===== config.mk =====
export PLATFORM = sky130hd
export DESIGN_NAME = ahsr_lane
export DESIGN_NICKNAME = d
export VERILOG_FILES = /design/src/design/ahsr_pkg.sv /design/src/design/ahsr_lane.sv
export SDC_FILE = /design/constraint.sdc
export NUM_CORES = 2
export LEC_CHECK = 0
export BUFFER_PORTS_ARGS = -buffer_cell sky130_fd_sc_hd__buf_4
export CAP_MARGIN = 10
export CORE_ASPECT_RATIO = 1.75
export CORE_MARGIN = 1.5
export CORE_UTILIZATION = 43
export DETAILED_ROUTE_END_ITERATION = 10
export GPL_TIMING_DRIVEN = 0
export MAX_ROUTING_LAYER = met4
export SLEW_MARGIN = 20
export SYNTH_ARGS = -nofsm -noshare
export SYNTH_HDL_FRONTEND = slang
export SYNTH_SLANG_ARGS = --single-unit

===== constraint.sdc =====
create_clock -name i_clk -period 7.55 [get_ports i_clk]
set_clock_uncertainty 0.2 [all_clocks]
set_input_delay 0.755 -clock i_clk [delete_from_list [all_inputs] [get_ports i_clk]]
set_output_delay 0.755 -clock i_clk [all_outputs]
set_load 0.02 [all_outputs]

===== src/design/ahsr_pkg.sv =====
// ----------------------------------------------------------------------------
// Accelerometer scale reduction package
// Shared widths, register indexes and reset values of the scale reduction block.
// ----------------------------------------------------------------------------
`default_nettype none

package ahsr_pkg;

    // Default sample width and fraction bits of the scale factor.
    localparam int SAMPLE_WIDTH_DEF    = 16;
    localparam int SCALE_FRAC_BITS_DEF = 24;

    // Fixed widths of the stored scale and of the configuration registers.
    localparam int SCALE_WIDTH   = 32;
    localparam int FACTOR_WIDTH  = 25;
    localparam int THRESH_WIDTH  = 13;
    localparam int CFG_IDX_WIDTH = 2;
    localparam int CFG_DATA_WIDTH = FACTOR_WIDTH;

    // Register indexes on the configuration port.
    localparam logic [CFG_IDX_WIDTH-1:0] CFG_THRESHOLD   = 2'd0;
    localparam logic [CFG_IDX_WIDTH-1:0] CFG_SCALE_UP    = 2'd1;
    localparam logic [CFG_IDX_WIDTH-1:0] CFG_SCALE_DOWN  = 2'd2;

    // Register reset values.
    localparam logic [THRESH_WIDTH-1:0] THRESH_RST     = 13'd123;
    localparam logic [FACTOR_WIDTH-1:0] SCALE_UP_RST   = 25'd16778893;
    localparam logic [FACTOR_WIDTH-1:0] SCALE_DOWN_RST = 25'd16775540;

endpackage

`default_nettype wire


===== src/design/ahsr_lane.sv =====
// ----------------------------------------------------------------------------
// Scale reduction axis lane
// Multiplies one axis by the scale, rounds and saturates it, and squares it.
// ----------------------------------------------------------------------------
`default_nettype none

module ahsr_lane import ahsr_pkg::*; #(
    parameter int SAMPLE_WIDTH    = SAMPLE_WIDTH_DEF,
    parameter int SCALE_FRAC_BITS = SCALE_FRAC_BITS_DEF
) (
    input  wire logic                           i_clk,
    input  wire logic signed [SAMPLE_WIDTH-1:0] i_sample,
    input  wire logic [SCALE_WIDTH-1:0]         i_scale,
    output logic signed [SAMPLE_WIDTH-1:0]      o_value,
    output logic [2*SAMPLE_WIDTH-2:0]           o_square
);

    localparam int PW  = SAMPLE_WIDTH + SCALE_WIDTH + 1;
    localparam int SQW = 2 * SAMPLE_WIDTH;
    localparam logic signed [PW-1:0] HALF = PW'(1) << (SCALE_FRAC_BITS - 1);
    localparam logic signed [PW-1:0] HI   = (PW'(1) << (SAMPLE_WIDTH - 1)) - PW'(1);
    localparam logic signed [PW-1:0] LO   = ~HI;

    logic signed [PW-1:0]             r_prod;
    logic signed [PW-1:0]             w_round;
    logic signed [SAMPLE_WIDTH-1:0]   w_sat;
    logic signed [SAMPLE_WIDTH-1:0]   r_value;
    logic signed [SQW-1:0]            w_sq;
    logic [2*SAMPLE_WIDTH-2:0]        r_square;

    // Round to nearest with ties upward, then clamp to the sample range.
    always_comb begin
        w_round = (r_prod + HALF) >>> SCALE_FRAC_BITS;
        if (w_round > HI) begin
            w_sat = HI[SAMPLE_WIDTH-1:0];
        end else if (w_round < LO) begin
            w_sat = LO[SAMPLE_WIDTH-1:0];
        end else begin
            w_sat = w_round[SAMPLE_WIDTH-1:0];
        end
    end

    assign w_sq = SQW'(r_value) * SQW'(r_value);

    always_ff @(posedge i_clk) begin
        r_prod   <= PW'(i_sample) * PW'($signed({1'b0, i_scale}));
        r_value  <= w_sat;
        r_square <= w_sq[2*SAMPLE_WIDTH-2:0];
    end

    assign o_value  = r_value;
    assign o_square = r_square;

endmodule

`default_nettype wire


==> results_dict.tcl <==
set metrics [dict create \
    status "complete, no violations" \
    num_rows 121 \
    grt_pass1_vias 22800 \
    synth_seq_cells 72 \
    io_buffers 94 \
    yosysWarnings 0 \
    die_y_um 334 \
    die_w_um 192 \
    slowest_stage "fa_1" \
    min_path_cells 0 \
    synth_top_cell_by_area "fa_1" \
    rsz0062_at_grt "false" \
    cts.htree.levels 3 \
    drt_pre_antenna_iters 5 \
    min_path_type "flop to flop" \
    hpwlAfterDp_um 70800 \
    cts_tree "built" \
    required_ns 7.60 \
    cts_buffers 9 \
    drcViolationCount 0 \
    synthTopCellsByArea "fa_1, inv_1, ha_1" \
    ant_nets 0 \
    crit_path_start_kind "input port" \
    antenna_found_initial 0 \
    fin_crit_sh_pct 98.3 \
    setup_ws_ns 0.130 \
    area_growth_pct 7.86 \
    met3_usage_pct 2.49 \
    critPathArrivalTime_ns 7.47 \
    ios 96 \
    synth_top_area_share_pct 48.4 \
    synth_area_um2 26900 \
    grt-busiest-layer "met2" \
    synthCells 2959 \
    syn_avg_cell_area_um2 9.10 \
    syn_nets 3894 \
    clock_sinks 72 \
    drive_above_1_share_pct 7.25 \
    yosysMostFrequentCell "inv_1" \
    clkTransAtPathRegs_ns 0.08 \
    cp_max_fo 10 \
    path_cells "buf_4, clkbuf_2, nand2_1, fa_1, inv_1, fa_1, fa_1, fa_1, fa_1, inv_1, fa_1, inv_1, ha_1, nand4_1, nor3_4, nand4_1, a211oi_4, nor3_2, a311o_2, o21ai_2, o41a_4, a21oi_2, xnor2_1" \
    pre_cts_ws_ns -0.920 \
    ff2ff_path_depth 22 \
    ys.flop_type "dfxtp_1" \
    wirelength_um 80300 \
    grt_pass1_wl_um 125000 \
    gp_routability_congestion 0.985 \
    r2r_slack_ns 0.29 \
    start_util_pct 43.4 \
    grt_overflow 0 \
    grt_use_met1_pct 26.3 \
    worstHoldStart "o_value[0]" \
    max_slew_margin_pct 42.3 \
    synth-async-reset-ratio_pct 0 \
    yosysSeqAreaShare_pct 5.35 \
    netlist_top_cells_count "inv_1, fa_1, nand2_1" \
    hold_viol_final 0 \
    r2r_start "o_value[8]" \
    clock_path_buffers 2 \
    viasPerCell 5.14 \
    final.min_clock_period_ns 7.42 \
    num_vias 19900 \
    clk_latency_ns 0.37 \
    fmax_mhz 135 \
    critical_path.endpoint_type "flop" \
    final_core_utilization_pct 46.8 \
    grt_max_degree 17 \
    cpPeakStageDelay_ns 0.59 \
    synth_cell_types 77 \
    synth-edff-count 0 \
    grtUsageMet2_pct 49.6 \
    clockRootBuffer "clkbuf_16" \
    tightestPinTransition_ns 0.865 \
    cap_violations 0 \
    setup_viol 0 \
    cp_common_cell "fa_1" \
    grt_usage_pct 27.3 \
    rr_endpoint "o_square[29]" \
    core_area_um2 62100 \
    drv_slew 0 \
    diodes 0 \
    holdPathEnd "o_square[0]" \
    first_iter_violations 965 \
    die_area_um2 64200 \
    fin_nets 3990 \
    crit_type "input port to flop" \
    routedWlPerCell_um 20.8 \
]
sequential cells by signal, summed over array words and instances, names as in the netlist:
signal	count
o_square	30
o_value	16
r_prod	26
area by class of cell:
cell class	count	area (um2)
inverter	817	3070
clock buffer	9	225
multi-input combinational	1965	22000
buffer	94	467
tap	799	1000
clock inverter	7	86.3
sequential	72	1440
fill	6110	33000
timing repair buffer	96	721
per-stage QoR:
step	setup TNS [ns]	instance area [um2]	std cells	hold WS, ns
after global placement	-11.69	28600	3852	0.224
after global routing	0	29000	3859	0.262
final	0	29000	3859	0.256
after detailed placement	-12.50	28600	3852	0.226
after CTS	0	29000	3866	0.250
after floorplan	0	26900	2959	0.162
cells by family (layout without fill, tap and decap cells):
family / count (synthesis) / after routing / synth area share (%)
buffers and inverters: 922 / 1023 / 13.0
xor gates and xnor gates: 78 / 78 / 2.54
AOI/OAI and AO/OA: 195 / 195 / 5.12
other: 1 / 1 / 0.0139
adders and majority gates: 886 / 886 / 59.3
muxes: 1 / 1 / 0.0418
DFF: 72 / 72 / 5.35
and+or+nand+nor: 804 / 804 / 14.6
repair_timing:
| action | in CTS | in global routing |
|---|---|---|
| buffers inserted | 0 | 2 |
| pin swaps | 0 | 4 |
| hold buffers | 0 | 0 |
| endpoints found under the hold margin | 0 | 0 |
| gates cloned | 0 | 0 |
| gates resized for setup | 18 | 101 |
| setup endpoints to repair | 20 | 16 |
layout by cell type (no fill, tap or decap), drive strengths merged, types with 6 or more instances in the layout:
cell,n
o21a,10
nor2,90
nand4,12
o21ai,28
fa,651
xor2,28
nand3,31
o21bai,9
a21o,28
inv,821
a211oi,9
nand2,352
o31ai,6
buf,103
ha,235
dfxtp,72
nor3,16
a21oi,70
clkbuf,96
xnor2,50
and2,269
nand2b,15
routing by layer:
layer,share of wire [%],wire length (um),up-vias
met3,3.7,3000,281
met2,54,43600,676
met5,0,0,-
met1,33,26300,10100
met4,9.2,7400,0
li1,-,-,8767
worst max-delay path, delay by kind of cell:
family / cells / cell delay (ns)
XOR/XNOR: 1 / 0.12
buffers and inverters: 5 / 0.72
AO/OA/AOI/OAI: 5 / 1.37
adder cells (fa/ha/maj): 7 / 3.39
AND/OR/NAND/NOR: 5 / 1.12
worst max path at each step:
stage,slack [ns],start,to
4_1_cts,0.005,o_value[1],o_square[29]
3_3_place_gp,-0.88,i_sample[15],r_prod[38]
5_1_grt,0.004,o_value[15],o_square[30]
2_1_floorplan,0.96,i_sample[1],r_prod[48]
3_5_place_dp,-0.92,i_sample[15],r_prod[38]
6_report,0.13,i_sample[7],r_prod[38]
Power is left out: the tool's default activity adds up to more than one toggle a clock period on the data nets, which glitch-free logic cannot reach.
