`config.mk`:
```
export PLATFORM = sky130hd
export DESIGN_NAME = ahsr_merge
export DESIGN_NICKNAME = d
export VERILOG_FILES = /design/src/design/ahsr_pkg.sv /design/src/design/ahsr_merge.sv
export SDC_FILE = /design/constraint.sdc
export NUM_CORES = 1
export LEC_CHECK = 0
export BUFFER_PORTS_ARGS = -buffer_cell sky130_fd_sc_hd__buf_2
export CAP_MARGIN = 10
export CELL_PAD_IN_SITES_DETAIL_PLACEMENT = 0
export CELL_PAD_IN_SITES_GLOBAL_PLACEMENT = 2
export CORE_ASPECT_RATIO = 1.5
export CORE_MARGIN = 2
export CORE_UTILIZATION = 39
export DETAILED_ROUTE_END_ITERATION = 6
export PLACE_DENSITY_LB_ADDON = 0.1
export SYNTH_ARGS = -nofsm -noshare
export SYNTH_HDL_FRONTEND = slang
export SYNTH_SLANG_ARGS = --single-unit
export TNS_END_PERCENT = 30
```
`constraint.sdc`:
```
create_clock -name i_clk -period 15.2 [get_ports i_clk]
set_input_delay 3.04 -clock i_clk [delete_from_list [all_inputs] [get_ports i_clk]]
set_output_delay 3.04 -clock i_clk [all_outputs]
set_load 0.02 [all_outputs]
```
`src/design/ahsr_pkg.sv`:
```
// ----------------------------------------------------------------------------
// Accelerometer scale reduction package
// Shared widths, register indexes and reset values of the scale reduction block.
// ----------------------------------------------------------------------------
`default_nettype none

package ahsr_pkg;

    // Default sample width and fraction bits of the scale factor.
    localparam int SAMPLE_WIDTH_DEF    = 16;
    localparam int SCALE_FRAC_BITS_DEF = 24;

    // Fixed widths of the stored scale and of the configuration registers.
    localparam int SCALE_WIDTH   = 32;
    localparam int FACTOR_WIDTH  = 25;
    localparam int THRESH_WIDTH  = 13;
    localparam int CFG_IDX_WIDTH = 2;
    localparam int CFG_DATA_WIDTH = FACTOR_WIDTH;

    // Register indexes on the configuration port.
    localparam logic [CFG_IDX_WIDTH-1:0] CFG_THRESHOLD   = 2'd0;
    localparam logic [CFG_IDX_WIDTH-1:0] CFG_SCALE_UP    = 2'd1;
    localparam logic [CFG_IDX_WIDTH-1:0] CFG_SCALE_DOWN  = 2'd2;

    // Register reset values.
    localparam logic [THRESH_WIDTH-1:0] THRESH_RST     = 13'd123;
    localparam logic [FACTOR_WIDTH-1:0] SCALE_UP_RST   = 25'd16778893;
    localparam logic [FACTOR_WIDTH-1:0] SCALE_DOWN_RST = 25'd16775540;

endpackage

`default_nettype wire

```
`src/design/ahsr_merge.sv`:
```
// ----------------------------------------------------------------------------
// Scale reduction magnitude merge
// Sums the lane squares and takes the floor square root, one bit a cycle.
// ----------------------------------------------------------------------------
`default_nettype none

module ahsr_merge import ahsr_pkg::*; #(
    parameter int SAMPLE_WIDTH = SAMPLE_WIDTH_DEF
) (
    input  wire logic                         i_clk,
    input  wire logic                         i_rst_n,
    input  wire logic                         i_start,
    input  wire logic [2*SAMPLE_WIDTH-2:0]    i_square_x,
    input  wire logic [2*SAMPLE_WIDTH-2:0]    i_square_y,
    input  wire logic [2*SAMPLE_WIDTH-2:0]    i_square_z,
    output logic                              o_done,
    output logic [SAMPLE_WIDTH-1:0]           o_root
);

    localparam int NW = 2 * SAMPLE_WIDTH;
    localparam int CW = $clog2(SAMPLE_WIDTH);
    localparam logic [NW-1:0] BIT_INIT = NW'(1) << (NW - 2);

    logic [NW-1:0] w_sum;
    logic [NW-1:0] w_trial;
    logic          w_ge;
    logic [NW-1:0] r_n;
    logic [NW-1:0] r_root;
    logic [NW-1:0] r_bit;
    logic [CW-1:0] r_cnt;
    logic          r_busy;
    logic          r_done;

    // Three squares stay below four times the largest square, so no carry is lost.
    assign w_sum   = {1'b0, i_square_x} + {1'b0, i_square_y} + {1'b0, i_square_z};
    assign w_trial = r_root + r_bit;
    assign w_ge    = (r_n >= w_trial);

    always_ff @(posedge i_clk) begin
        if (!i_rst_n) begin
            r_busy <= 1'b0;
            r_done <= 1'b0;
            r_cnt  <= '0;
        end else begin
            r_done <= r_busy && (r_cnt == CW'(SAMPLE_WIDTH - 1));
            if (i_start) begin
                r_busy <= 1'b1;
                r_cnt  <= '0;
            end else if (r_busy) begin
                r_cnt <= r_cnt + CW'(1);
                if (r_cnt == CW'(SAMPLE_WIDTH - 1)) begin
                    r_busy <= 1'b0;
                end
            end
        end
    end

    always_ff @(posedge i_clk) begin
        if (i_start) begin
            r_n    <= w_sum;
            r_root <= '0;
            r_bit  <= BIT_INIT;
        end else if (r_busy) begin
            if (w_ge) begin
                r_n    <= r_n - w_trial;
                r_root <= (r_root >> 1) + r_bit;
            end else begin
                r_root <= r_root >> 1;
            end
            r_bit <= r_bit >> 2;
        end
    end

    assign o_done = r_done;
    assign o_root = r_root[SAMPLE_WIDTH-1:0];

endmodule

`default_nettype wire
```
==> metrics.md <==
| Metric | Value |
|---|---|
| Wire length of the first global-routing pass | 35.2 mm |
| Top_reg_cell synth | sky130_fd_sc_hd__dfxtp_1 |
| Die height | 191 um |
| Routed via count divided by cell count | 5.39 |
| Areal power density over the cells | 158 nW/um^2 |
| Sequential-to-total area share from yosys stat | 22.6% |
| Standard-cell rows | 68 |
| Flop and latch count out of synthesis | 86 |
| Final instance area | 10000 sq um |
| Worst hold-check path type | reg -> reg |
| Total number of yosys warnings | 0 |
| Drt pass-1 iters | 5 |
| Number of synthesized flops with an enable pin | 32 |
| CTS tree | built |
| Total negative slack | 0 ns |
| Final layout net count | 1346 |
| Startpoint of the tightest hold check path | r_cnt[3]$_SDFFE_PP0P_ |
| Cell count of the worst hold path | 2 |
| Count of final setup violators | 0 |
| Maximum number of pins on one net before global-route repair | 62 |
| DRT iter0 DRCs | 397 |
| Sequence of cells on the critical path | buf_2 > fa_1 > ha_1 > inv_1 > fa_1 > nand2b_1 > a211oi_1 > o211ai_1 > nand2_1 > a221oi_2 > o21ai_1 > nand2_1 > a31oi_1 > o21ai_0 > a311o_1 |
| Post-synth design cell area | 9050 sq um |
| Cts bufs inserted | 9 |
| CTS sink cnt | 86 |
| Post-Synthesis Net Count | 1271 |
| Overall die area | 24500 sq um |
| Multi-input combinational cell area | 6580 sq um |
| Routed wirelength normalized by instance count | 14.9 um |
| IO buf count | 112 |
| Number of hold buffers added after cts | 0 |
| FMAX | 0.161 GHz |
| Standard cell area after detailed placement | 9710 sq um |
| Antenna violation net count after detailed routing | 0 |
| Non-filler cells in the finished layout | 1404 |
| Antenna cell count | 0 |
| Result of the run | complete, no violations |
| Final Max Slew Viols | 0 |
| Number of buffers inserted by post-CTS setup repair | 0 |
| Worst-skew pair later-pin latency | 0.35 ns |
| Total number of vias | 7567 |
| Clock-pin slew of the registers on the worst-case setup and hold paths | 0.07 ns |
| Kind of capture point of the worst setup path | flop |
| Via count of the first global-routing pass | 7315 |
| Setup CP Type | in -> reg |
| DRC violation count after routing | 0 |
| Final hold vios | 0 |
| Worst-case setup slack after placement | 8.58 ns |
| Global route total overflow | 0 |
| PostCTS Resize Cnt | 0 |
| Min Tclk post-route | 6.19 ns |
| Syn Inst Count | 1045 |
| Placed cell count | 1389 |
| Beginning of the worst register-to-register path | r_root[2]$_SDFFE_PP0P_ |
| CTS Buffer Depth | 2 |
| Delay-heaviest family, CP | compound AO/OA/AOI/OAI gates |
| Worst-path cell with the longest stage delay | sky130_fd_sc_hd__fa_1 |
| Placeable core region | 22900 sq um |
| Avg Cell Area, Syn | 8.66 sq um |
| Area grow syn2layout | 11.0% |
| Number of buffer and inverter stages on the critical path | 2 |
| Global router's overall resource usage | 17.6% |
| End point of the most critical hold path | o_done$_SDFF_PN0_ |
| Proportion of layout cells with a drive suffix above 1 | 14.4% |
| Share of the clock period used by the worst path after layout | 40.8% |
| Peak ir drop on the vdd network | 0.000112 V |
| Tightest slew margin relative to the limit | 57.5% |
| FFs w/ async S/R, synth | 0% |
| Half-perimeter wire length after placement | 16.2 mm |
| Worst setup slack after layout | 9.01 ns |
| Distinct cells, synth | 73 |
| Critical path startpoint category | input pin |
| Data arrival time of the critical path | 6.30 ns |
| Final estimated routing congestion in global placement | 0.799 |
| Combined flip-flop and latch cell area | 2040 sq um |
| Reg2Reg Depth | 19 |
| Destination of the worst register-to-register timing path | r_n[27]$_DFFE_PP_ |
| Worst-case clock skew | 0.00674 ns |
| Leakage Power | 0.00422 uW |
| Root buf cell | sky130_fd_sc_hd__clkbuf_16 |
| Max-cap violations | 0 |
| Floorplan die width | 128 um |
| Layout filler cell count | 2338 |
| Initial antenna violation count | 0 |
| Starting Density | 39.5% |
| Highest fanout seen on the critical path | 3 |
| Slack of the worst reg-to-reg path | 9.67 ns |
| Worst Tran Pin Value | 0.638 ns |
| Largest stage delay on the critical path | 0.53 ns |
| Io pins | 113 |
| Required @ worst endpoint | 15.30 ns |
| H-tree depth | 3 |
| Routed wire length | 20.9 mm |
| Unrepaired setup endpoints after global routing | no |
-- state kept, by name, summed over array words and instances, names as in the netlist --
name	flops
r_n	32
r_root	32
r_bit	16
r_cnt	4
o_done	1
r_busy	1
-- logic make-up after synthesis --
group	share of synthesized area, %
compound gates	25.6
simple gates	14.1
fa+ha+maj	20.7
xor+xnor	8.81
buf+inv	4.84
flops	22.6
mux	3.33
-- cell type report --
type,instances,share of cell area [%]
Clock buffer,12,2.88
Clock inverter,3,0.473
Inverter,39,1.46
Multi-Input combinational cell,868,65.5
Sequential cell,86,20.3
Tap cell,280,3.49
Timing Repair Buffer,116,5.90
-- power breakdown --
part           leakage, uW  total, uW  internal, uW  switching (uW)
logic              0.00329        966           402             564
clock network     0.000165        250           152            98.5
registers         0.000760        368           324            44.1
-- cell usage in the layout, fill, tap and decap left out, types with 11 or more instances in the layout --
cell type	netlist	final
sky130_fd_sc_hd__nand2b_1	11	11
sky130_fd_sc_hd__mux2i_1	29	29
sky130_fd_sc_hd__xor2_1	48	48
sky130_fd_sc_hd__ha_1	97	97
sky130_fd_sc_hd__o21ai_0	47	47
sky130_fd_sc_hd__xnor2_1	43	43
sky130_fd_sc_hd__nand2_1	82	82
sky130_fd_sc_hd__a311oi_1	11	11
sky130_fd_sc_hd__inv_1	38	38
sky130_fd_sc_hd__or3_1	14	14
sky130_fd_sc_hd__a21o_1	37	37
sky130_fd_sc_hd__a211oi_1	13	13
sky130_fd_sc_hd__nand3_1	19	19
sky130_fd_sc_hd__edfxtp_1	32	32
sky130_fd_sc_hd__o21bai_1	22	21
sky130_fd_sc_hd__nor2_1	95	95
sky130_fd_sc_hd__a21oi_1	86	86
sky130_fd_sc_hd__buf_2	2	111
sky130_fd_sc_hd__fa_1	33	33
sky130_fd_sc_hd__nor2b_1	15	15
sky130_fd_sc_hd__dfxtp_1	54	53
sky130_fd_sc_hd__o21ai_1	25	25
sky130_fd_sc_hd__clkbuf_16	0	11
sky130_fd_sc_hd__a31oi_1	23	23
-- synthesized netlist by cell type, types with 19 or more instances --
cell	instances	share of area, %
sky130_fd_sc_hd__a21oi_1	86	4.8
sky130_fd_sc_hd__a31oi_1	23	1.6
sky130_fd_sc_hd__ha_1	97	13
sky130_fd_sc_hd__xnor2_1	43	4.2
sky130_fd_sc_hd__o21ai_0	47	2.6
sky130_fd_sc_hd__fa_1	33	7.3
sky130_fd_sc_hd__o21bai_1	22	1.8
sky130_fd_sc_hd__nand2_1	82	3.4
sky130_fd_sc_hd__dfxtp_1	54	12
sky130_fd_sc_hd__edfxtp_1	32	11
sky130_fd_sc_hd__xor2_1	48	4.6
sky130_fd_sc_hd__nand3_1	19	1.1
sky130_fd_sc_hd__clkbuf_1	24	1.0
sky130_fd_sc_hd__o21ai_1	25	1.4
sky130_fd_sc_hd__nor2_1	95	3.9
sky130_fd_sc_hd__inv_1	38	1.6
sky130_fd_sc_hd__mux2i_1	29	3.2
sky130_fd_sc_hd__a21o_1	37	3.1
-- how the worst max path moves through the flow --
stage                  start                end  slack, ns  depth (start not counted)
4_1_cts        i_square_x[1]  r_n[29]$_DFFE_PP_       8.92                         15
3_5_place_dp   i_square_x[1]  r_n[29]$_DFFE_PP_       8.58                         15
5_1_grt        i_square_x[1]  r_n[29]$_DFFE_PP_       8.70                         15
3_3_place_gp   i_square_x[1]  r_n[29]$_DFFE_PP_       8.61                         15
2_1_floorplan  i_square_x[1]  r_n[29]$_DFFE_PP_       9.19                         14
6_report       i_square_x[1]  r_n[29]$_DFFE_PP_       9.01                         15
-- metal layers --
layer	GRT usage, %	part of all wire (%)
met1	23.3	48
met2	30.2	48
met3	1.85	2.4
met4	4.82	1.7
met5	0	0
-- per-stage QoR --
step / total power (uW) / hold WS [ns] / utilization (%)
after global routing: 1740 / 0.545 / 43.9
after global placement: 1340 / 0.488 / 42.4
final: 1580 / 0.506 / 43.9
after floorplan: 1160 / 0.460 / -
after detailed placement: 1340 / 0.507 / 42.4
after CTS: 1600 / 0.517 / 43.9
-- tightest hold or removal path, cell delays in order (launching register included) --
cell,delay (ns)
sky130_fd_sc_hd__dfxtp_1,0.32
sky130_fd_sc_hd__nand3_1,0.10
sky130_fd_sc_hd__nor2_1,0.05
Note: power is estimated with default switching activity, not from simulation.
